**config.mk**
```make
export PLATFORM = sky130hd
export DESIGN_NAME = keyed_value_table
export DESIGN_NICKNAME = d
export VERILOG_FILES = /design/src/design/kvt_pkg.sv /design/src/design/kvt_ctrl.sv /design/src/design/kvt_dp.sv /design/src/design/keyed_value_table.sv
export VERILOG_INCLUDE_DIRS = /design/src /design/src/design
export SDC_FILE = /design/constraint.sdc
export NUM_CORES = 1
export LEC_CHECK = 0
export BUFFER_PORTS_ARGS = -buffer_cell sky130_fd_sc_hd__buf_2
export CORE_UTILIZATION = 45
export CTS_BUF_LIST = sky130_fd_sc_hd__clkbuf_4
export CTS_CLUSTER_SIZE = 8
export DETAILED_ROUTE_END_ITERATION = 6
export PLACE_DENSITY_LB_ADDON = 0.1
export SLEW_MARGIN = 20
export SYNTH_ARGS = -nofsm -noshare
export SYNTH_HDL_FRONTEND = slang
export SYNTH_HIERARCHICAL = 1
export SYNTH_SLANG_ARGS = --single-unit
```
**constraint.sdc**
```tcl
create_clock -name aclk -period 16.5 [get_ports aclk]
set_input_delay 1.65 -clock aclk [delete_from_list [all_inputs] [get_ports aclk]]
set_output_delay 1.65 -clock aclk [all_outputs]
set_load 0.02 [all_outputs]
```
**src/design/assert_macros.svh**
```systemverilog
// assertion macros shared by the keyed value table modules
// no dependencies; each macro expects aclk in scope, KVT_ASSERT also aresetn
`ifndef ASSERT_MACROS_SVH
`define ASSERT_MACROS_SVH

// checked only while out of reset
`define KVT_ASSERT(lbl, prop) \
    lbl: assert property (@(posedge aclk) disable iff (!aresetn) prop) \
        else $error("keyed value table assertion failed");

// checked at every edge, reset included
`define KVT_ASSERT_ALWAYS(lbl, prop) \
    lbl: assert property (@(posedge aclk) prop) \
        else $error("keyed value table assertion failed");

`endif

```
**src/design/kvt_pkg.sv**
```systemverilog
// shared codes and controller/datapath interface structs for the keyed value table
// no dependencies
package kvt_pkg;

    // request codes
    localparam logic [1:0] REQ_SET    = 2'd0;
    localparam logic [1:0] REQ_REMOVE = 2'd1;
    localparam logic [1:0] REQ_QUERY  = 2'd2;

    // result status codes
    localparam logic [1:0] ST_OK        = 2'd0;
    localparam logic [1:0] ST_NOT_FOUND = 2'd1;
    localparam logic [1:0] ST_FULL      = 2'd2;

    // table write operations
    localparam logic [1:0] WR_NONE   = 2'd0;
    localparam logic [1:0] WR_UPDATE = 2'd1;
    localparam logic [1:0] WR_APPEND = 2'd2;
    localparam logic [1:0] WR_SHIFT  = 2'd3;

    // entry count operations
    localparam logic [1:0] CNT_HOLD = 2'd0;
    localparam logic [1:0] CNT_INC  = 2'd1;
    localparam logic [1:0] CNT_DEC  = 2'd2;

    localparam int WORD_W = 32;

    typedef logic [1:0]        req_t;
    typedef logic [1:0]        status_t;
    typedef logic [WORD_W-1:0] word_t;

    // controller to datapath
    typedef struct packed {
        logic       req_load;     // capture request, restart sweep at slot zero
        logic       step;         // advance read sweep by one slot
        logic       shift_start;  // restart sweep just above the matched slot
        logic [1:0] wr_op;
        logic [1:0] cnt_op;
        logic       res_load;
        status_t    res_status;
        logic       res_take_val; // result value from the matched slot
        logic       out_load;     // move result into the output register
    } cmd_t;

    // datapath to controller
    typedef struct packed {
        logic pipe_vld;   // read data of one slot is on hand
        logic match;      // that slot holds the request key
        logic sweep_done; // all slots up to the count have been read
        logic full;       // count at capacity
        req_t req_type;
    } sts_t;

endpackage

```
**src/design/kvt_ctrl.sv**
```systemverilog
// controller state machine for the keyed value table
// depends on kvt_pkg and assert_macros.svh
`include "assert_macros.svh"

module kvt_ctrl (
    input  logic          aclk,
    input  logic          aresetn,
    input  logic          s_valid,
    output logic          s_ready,
    output logic          m_valid,
    input  logic          m_ready,
    input  kvt_pkg::sts_t st,
    output kvt_pkg::cmd_t cmd
);
    import kvt_pkg::*;

    localparam logic [1:0] S_IDLE   = 2'd0;
    localparam logic [1:0] S_SEARCH = 2'd1;
    localparam logic [1:0] S_SHIFT  = 2'd2;
    localparam logic [1:0] S_RESP   = 2'd3;

    logic [1:0] state_reg, state_next;
    logic       m_valid_reg, m_valid_next;
    logic       accept;

    assign s_ready = (state_reg == S_IDLE);
    assign m_valid = m_valid_reg;
    assign accept  = s_valid && s_ready;

    always_comb begin
        state_next   = state_reg;
        m_valid_next = m_valid_reg && !m_ready;
        cmd          = '0;
        cmd.wr_op    = WR_NONE;
        cmd.cnt_op   = CNT_HOLD;
        cmd.res_status = ST_NOT_FOUND;
        unique case (state_reg)
            S_IDLE: begin
                if (accept) begin
                    cmd.req_load = 1'b1;
                    state_next   = S_SEARCH;
                end
            end
            S_SEARCH: begin
                cmd.step = 1'b1;
                if (st.match) begin
                    cmd.res_load = 1'b1;
                    state_next   = S_RESP;
                    case (st.req_type)
                        REQ_SET: begin
                            cmd.wr_op      = WR_UPDATE;
                            cmd.res_status = ST_OK;
                        end
                        REQ_REMOVE: begin
                            cmd.res_load    = 1'b0;
                            cmd.shift_start = 1'b1;
                            state_next      = S_SHIFT;
                        end
                        REQ_QUERY: begin
                            cmd.res_status   = ST_OK;
                            cmd.res_take_val = 1'b1;
                        end
                        default: cmd.res_status = ST_NOT_FOUND;
                    endcase
                end else if (st.sweep_done) begin
                    cmd.res_load = 1'b1;
                    state_next   = S_RESP;
                    if (st.req_type == REQ_SET) begin
                        if (st.full) begin
                            cmd.res_status = ST_FULL;
                        end else begin
                            cmd.wr_op      = WR_APPEND;
                            cmd.cnt_op     = CNT_INC;
                            cmd.res_status = ST_OK;
                        end
                    end
                end
            end
            S_SHIFT: begin
                cmd.step = 1'b1;
                if (st.pipe_vld) begin
                    cmd.wr_op = WR_SHIFT;
                end
                if (st.sweep_done) begin
                    cmd.cnt_op     = CNT_DEC;
                    cmd.res_load   = 1'b1;
                    cmd.res_status = ST_OK;
                    state_next     = S_RESP;
                end
            end
            S_RESP: begin
                if (!m_valid_reg || m_ready) begin
                    cmd.out_load = 1'b1;
                    m_valid_next = 1'b1;
                    state_next   = S_IDLE;
                end
            end
            default: state_next = S_IDLE;
        endcase
    end

    always_ff @(posedge aclk) begin
        if (!aresetn) begin
            state_reg   <= S_IDLE;
            m_valid_reg <= 1'b0;
        end else begin
            state_reg   <= state_next;
            m_valid_reg <= m_valid_next;
        end
    end

    `KVT_ASSERT(a_accept_starts_search, accept |=> (state_reg == S_SEARCH))
    `KVT_ASSERT(a_shift_only_remove, (state_reg == S_SHIFT) |-> (st.req_type == REQ_REMOVE))
    `KVT_ASSERT(a_resp_leaves_beat, ($past(state_reg) == S_RESP && state_reg == S_IDLE) |-> m_valid_reg)

endmodule

```
**src/design/kvt_dp.sv**
```systemverilog
// datapath for the keyed value table: key and value memories, sweep counter,
// entry count, request, result and output registers; depends on kvt_pkg and assert_macros.svh
`include "assert_macros.svh"

module kvt_dp #(
    parameter int CAPACITY = 16
) (
    input  logic                  aclk,
    input  logic                  aresetn,
    input  kvt_pkg::cmd_t         cmd,
    output kvt_pkg::sts_t         st,
    input  kvt_pkg::req_t         s_req_type,
    input  kvt_pkg::word_t        s_key,
    input  kvt_pkg::word_t        s_value,
    output kvt_pkg::status_t      m_status,
    output kvt_pkg::word_t        m_read_value
);
    import kvt_pkg::*;

    localparam int IW        = (CAPACITY > 1) ? $clog2(CAPACITY) : 1;
    localparam int CW        = $clog2(CAPACITY + 1);
    localparam int MEM_DEPTH = 1 << IW;

    word_t key_mem [MEM_DEPTH];
    word_t val_mem [MEM_DEPTH];

    req_t    req_type_reg;
    word_t   key_reg, value_reg;
    logic [CW-1:0] count_reg, count_next;
    logic [CW-1:0] rd_idx_reg, rd_idx_next;
    logic [CW-1:0] cmp_idx_reg, cmp_idx_next;
    logic [CW-1:0] prev_idx;
    logic          pipe_vld_reg, pipe_vld_next;
    word_t   key_rd_reg, val_rd_reg;
    status_t res_status_reg;
    word_t   res_value_reg;
    status_t m_status_reg;
    word_t   m_read_value_reg;

    logic          wr_en;
    logic [IW-1:0] wr_addr;
    word_t         wr_key, wr_val;

    assign prev_idx = cmp_idx_reg - CW'(1);

    // sweep pointer and one-deep read pipeline
    always_comb begin
        rd_idx_next   = rd_idx_reg;
        cmp_idx_next  = cmp_idx_reg;
        pipe_vld_next = 1'b0;
        if (cmd.req_load) begin
            rd_idx_next = '0;
        end else if (cmd.shift_start) begin
            rd_idx_next = cmp_idx_reg + CW'(1);
        end else if (cmd.step && rd_idx_reg != count_reg) begin
            rd_idx_next   = rd_idx_reg + CW'(1);
            cmp_idx_next  = rd_idx_reg;
            pipe_vld_next = 1'b1;
        end
    end

    always_comb begin
        count_next = count_reg;
        case (cmd.cnt_op)
            CNT_INC: count_next = count_reg + CW'(1);
            CNT_DEC: count_next = count_reg - CW'(1);
            default: count_next = count_reg;
        endcase
    end

    always_comb begin
        wr_en   = 1'b1;
        wr_addr = cmp_idx_reg[IW-1:0];
        wr_key  = key_reg;
        wr_val  = value_reg;
        unique case (cmd.wr_op)
            WR_UPDATE: wr_addr = cmp_idx_reg[IW-1:0];
            WR_APPEND: wr_addr = count_reg[IW-1:0];
            WR_SHIFT: begin
                wr_addr = prev_idx[IW-1:0];
                wr_key  = key_rd_reg;
                wr_val  = val_rd_reg;
            end
            default: wr_en = 1'b0;
        endcase
    end

    always_ff @(posedge aclk) begin
        if (wr_en) begin
            key_mem[wr_addr] <= wr_key;
            val_mem[wr_addr] <= wr_val;
        end
        key_rd_reg <= key_mem[rd_idx_reg[IW-1:0]];
        val_rd_reg <= val_mem[rd_idx_reg[IW-1:0]];
    end

    always_ff @(posedge aclk) begin
        if (!aresetn) begin
            count_reg    <= '0;
            rd_idx_reg   <= '0;
            cmp_idx_reg  <= '0;
            pipe_vld_reg <= 1'b0;
        end else begin
            count_reg    <= count_next;
            rd_idx_reg   <= rd_idx_next;
            cmp_idx_reg  <= cmp_idx_next;
            pipe_vld_reg <= pipe_vld_next;
        end
    end

    always_ff @(posedge aclk) begin
        if (cmd.req_load) begin
            req_type_reg <= s_req_type;
            key_reg      <= s_key;
            value_reg    <= s_value;
        end
        if (cmd.res_load) begin
            res_status_reg <= cmd.res_status;
            res_value_reg  <= cmd.res_take_val ? val_rd_reg : '0;
        end
        if (cmd.out_load) begin
            m_status_reg     <= res_status_reg;
            m_read_value_reg <= res_value_reg;
        end
    end

    assign st.pipe_vld   = pipe_vld_reg;
    assign st.match      = pipe_vld_reg && (key_rd_reg == key_reg);
    assign st.sweep_done = !pipe_vld_reg && (rd_idx_reg == count_reg);
    assign st.full       = (count_reg == CW'(CAPACITY));
    assign st.req_type   = req_type_reg;

    assign m_status     = m_status_reg;
    assign m_read_value = m_read_value_reg;

    `KVT_ASSERT_ALWAYS(a_count_in_range, !aresetn || $past(!aresetn) || count_reg <= CW'(CAPACITY))
    `KVT_ASSERT(a_inc_not_full, (cmd.cnt_op == CNT_INC) |-> !st.full)
    `KVT_ASSERT(a_shift_has_data, (cmd.wr_op == WR_SHIFT) |-> (pipe_vld_reg && cmp_idx_reg != '0))

endmodule

```
**src/design/keyed_value_table.sv**
```systemverilog
// keyed value table top level: joins the controller and the datapath
// depends on kvt_pkg, kvt_ctrl and kvt_dp
//
// A packed table of up to CAPACITY 32-bit key/value pairs held in slots
// 0 .. count-1 of two single-port-write memories. Each input beat is a set,
// a remove or a query and gives exactly one result beat. Requests are served
// one at a time: a linear sweep reads one slot per cycle through the memory
// read port until it hits the key or has read all entries, and a remove
// goes on from its hit (the search stops at the matched slot, then the
// shift-down reads the entries above it and moves one per cycle through
// the same read and write ports). A new request is taken as soon as the
// previous one has reached the output register, even if that result beat
// still waits for m_ready. Set of a new key on a full table answers status
// full, remove or query of an absent key answers not found, the reserved
// request code changes nothing and answers not found; read_value is zero
// except on a successful query. After reset the table is empty; no
// clearing pass.
module keyed_value_table #(
    parameter int CAPACITY = 16
) (
    input  logic                  aclk,
    input  logic                  aresetn,
    // request beats
    input  logic                  s_valid,
    output logic                  s_ready,
    input  kvt_pkg::req_t         s_req_type,
    input  kvt_pkg::word_t        s_key,
    input  kvt_pkg::word_t        s_value,
    // result beats
    output logic                  m_valid,
    input  logic                  m_ready,
    output kvt_pkg::status_t      m_status,
    output kvt_pkg::word_t        m_read_value
);
    import kvt_pkg::*;

    // command and status between sequencer and datapath
    cmd_t cmd;
    sts_t st;

    // sequencer: idle, search sweep, shift-down, result hand-off
    kvt_ctrl u_ctrl (
        .aclk    (aclk),
        .aresetn (aresetn),
        .s_valid (s_valid),
        .s_ready (s_ready),
        .m_valid (m_valid),
        .m_ready (m_ready),
        .st      (st),
        .cmd     (cmd)
    );

    // memories, sweep pointer, entry count and output register
    kvt_dp #(
        .CAPACITY (CAPACITY)
    ) u_dp (
        .aclk         (aclk),
        .aresetn      (aresetn),
        .cmd          (cmd),
        .st           (st),
        .s_req_type   (s_req_type),
        .s_key        (s_key),
        .s_value      (s_value),
        .m_status     (m_status),
        .m_read_value (m_read_value)
    );

endmodule

```
==> results.cfg <==
[routing]
post_drt_wl_per_cell_um = 25.7
drt_iter0_markers = 1601
antenna_violation_net_count_after_detailed_routing = 0
routed_via_density = 5.42
totalWireLength_um = 103000
route.detailed.drc = 0
detailed_route_via_count = 21600
first_pass_iters = 5

[sta]
slew_viol_final = 0
setup-tns-final_ns = 0
final-setup-viol-count = 0
finalClockSkew_ns = 0.0947
finalCriticalPeriod_ns = 6.39
tightest_hold_margin_ns = 0.416
timing.fmax_mhz = 156
finalCritPeriodShare = 0.388
tightestPinTransition_ns = 1.12
hold_viol = 0
relSlewSlack = 0.250
setup_repair_after_global_routing_missed_its_margin = no

[pwr]
leakage_power_total_nw = 16.9
power.density_cell_area_nw_per_um2 = 121
ir_drop_uv = 68.4

[place]
dp_hpwl_um = 53400
io_buffers = 105
gp_congestion = 0.732

[grt]
grtUsageMet3 = 0.0408
grt_first_pass_wirelength_um = 153000
grt_most_used_layer = met2
grt.met1_usage = 0.264
grt_use_met2 = 0.341
number_of_antenna_violations_at_the_first_check_in_global_routing = 4
grt.total_usage = 0.204
grt-ovfl-total = 0
first_global_vias = 23800
pin_count_of_the_biggest_net_entering_global_routing = 137

[finish]
most_frequent_standard_cell_in_the_layout_excluding_fill_and_tap_cells = sky130_fd_sc_hd__edfxtp_1
flow.area_growth_from_synthesis_pct = 14.1
multiInputGateArea_um2 = 9770
fill_cell_total_of_the_finished_layout = 8224
design.final.nets = 2453
register_area_um2 = 36500
layout_top_registers = u_dp/key_mem (512), u_dp/val_mem (512)
final_cell_mix = 1158 x sky130_fd_sc_hd__edfxtp_1, 521 x sky130_fd_sc_hd__clkbuf_4, 320 x sky130_fd_sc_hd__mux4_2
post_route_cells_drive_above_1_share = 0.421

[synth]
number_of_nets_in_the_synthesized_netlist = 2063
synth-seq-cells = 1241
synthDistinctLibCells = 56
postSynthCellCount = 1981
synth_enable_flop_cells = 1158
synth_async_sr_flop_share = 0
ys.warnings.count = 6
ys_dominant_reg_cell = sky130_fd_sc_hd__edfxtp_1
synth.yosys.seq_area_share = 0.782
netlist_area_um2 = 46600
postSynthAreaPerCell_um2 = 23.5

[critical_path]
rr_worst_depth = 14
critical_path_maximum_fanout = 45
path_class = reg2reg
arrival_ns = 7.08
end_kind = flip-flop
cp-start-kind = flip-flop
critical_path_required_ns = 17.19

[floorplan]
core_area_um2 = 102000
floorplan.io_pins = 106
die_area_um2 = 105000
initial_utilization = 0.456
chipHeight_um = 324
rows = 117
die_width_um = 324

[clock_network]
worstSkewPairLatency_ns = 1.15
clock_sinks = 1241
clk_pin_slew_worst_paths_ns = 0.06
tritoncts.num_buffers = 333
clock_tree.root_cell = sky130_fd_sc_hd__clkbuf_4
htreeDepth = 5
cts_tree = done
cts_repair_resize_count = 0
cts_hold_buffers = 0
cts-root-to-sink-buffers = 4
cts.repair_timing.setup_buffer_count = 0

[hold_path]
hold_path_class = reg2reg
timing.hold.worst_path_depth = 0

[run_status]
run_status = completed

[run]
drv_cap = 0
-- critical path: stages, from the launching register on --
cell                       delay [ns]
sky130_fd_sc_hd__edfxtp_1        0.40
sky130_fd_sc_hd__xnor2_1         0.16
sky130_fd_sc_hd__nand4_1         0.26
sky130_fd_sc_hd__nor4_1          0.57
sky130_fd_sc_hd__nand4_1         0.26
sky130_fd_sc_hd__nor4_2          0.96
sky130_fd_sc_hd__nand2_1         0.25
sky130_fd_sc_hd__o31ai_1         0.24
sky130_fd_sc_hd__and2_1          0.39
sky130_fd_sc_hd__nor2_1          0.07
sky130_fd_sc_hd__a21oi_1         0.14
sky130_fd_sc_hd__mux2i_1         0.14
sky130_fd_sc_hd__nand2b_1        0.36
sky130_fd_sc_hd__nor2_4          0.80
sky130_fd_sc_hd__buf_4           0.86
-- path summary, 6_finish.rpt --
| check | from | endpoint | slack, ns |
|---|---|---|---|
| max reg2reg | u_dp/key_reg[27] | u_dp/key_mem[3][6] | 10.11 |
| min | u_dp/res_value_reg[5] | u_dp/m_read_value[5] | 0.42 |
| min reg2reg | u_dp/res_value_reg[5] | u_dp/m_read_value[5] | 0.42 |
| max | u_dp/key_reg[27] | u_dp/key_mem[3][6] | 10.11 |
-- metrics by stage --
stage / worst slack, ns / total power (W) / area [µm²] / utilization / instances
after global placement: 10.09 / 0.00380 / 48800 / 0.478 / 3403
after CTS: 10.01 / 0.00652 / 53100 / 0.520 / 3987
after floorplan: 10.23 / 0.00373 / 46600 / - / 1981
after global routing: 9.67 / 0.00670 / 53200 / 0.520 / 3995
after detailed placement: 10.09 / 0.00381 / 48900 / 0.478 / 3404
final: 10.11 / 0.00642 / 53200 / 0.520 / 3996
-- logic make-up (layout without fill, tap and decap cells) --
logic type,Yosys count,in the layout,synth area share
muxes,389,389,0.171
and+or+nand+nor,135,135,0.0159
DFF,1241,1241,0.782
AOI/OAI and AO/OA,52,52,0.00709
other,0,9,0
buffers and inverters,106,744,0.0119
adders and majority gates,12,12,0.00338
xor gates and xnor gates,46,46,0.00865
-- power breakdown --
| group | internal, W | switching [W] | leakage, nW |
|---|---|---|---|
| logic | 0.0000693 | 0.000136 | 3.13 |
| registers | 0.00351 | 0.0000207 | 11.2 |
| clock network | 0.00149 | 0.00119 | 2.57 |
| total | 0.00507 | 0.00135 | 16.9 |
-- layout make-up --
type / instances / area share
antenna: 9 / 0.000424
clock buffer: 521 / 0.0736
clock inverter: 62 / 0.00680
inverter: 15 / 0.00106
multi-input combinational: 634 / 0.184
sequential: 1241 / 0.686
tap: 1368 / 0.0322
timing repair buffer: 146 / 0.0165
-- routing by layer --
metal,up-vias,share of wire
li1,9369,-
met3,184,0.046
met1,11400,0.42
met5,-,0
met2,658,0.51
met4,0,0.022
-- synth_stat cells, drive strengths merged, types with 7 or more instances --
cell type,number,area [µm²]
a21oi,16,80.1
nand2,17,63.8
xor2,8,70.1
dfxtp,83,1660
and2,35,220
o21ai,13,65.1
mux2,67,754
inv,15,56.3
ha,11,138
buf,46,328
nand4,7,43.8
nor2,30,113
nand2b,8,52.6
clkbuf,45,169
mux4,320,7210
edfxtp,1158,34800
xnor2,38,333
nand3,11,55.1
Note: power is estimated with default switching activity, not from simulation.
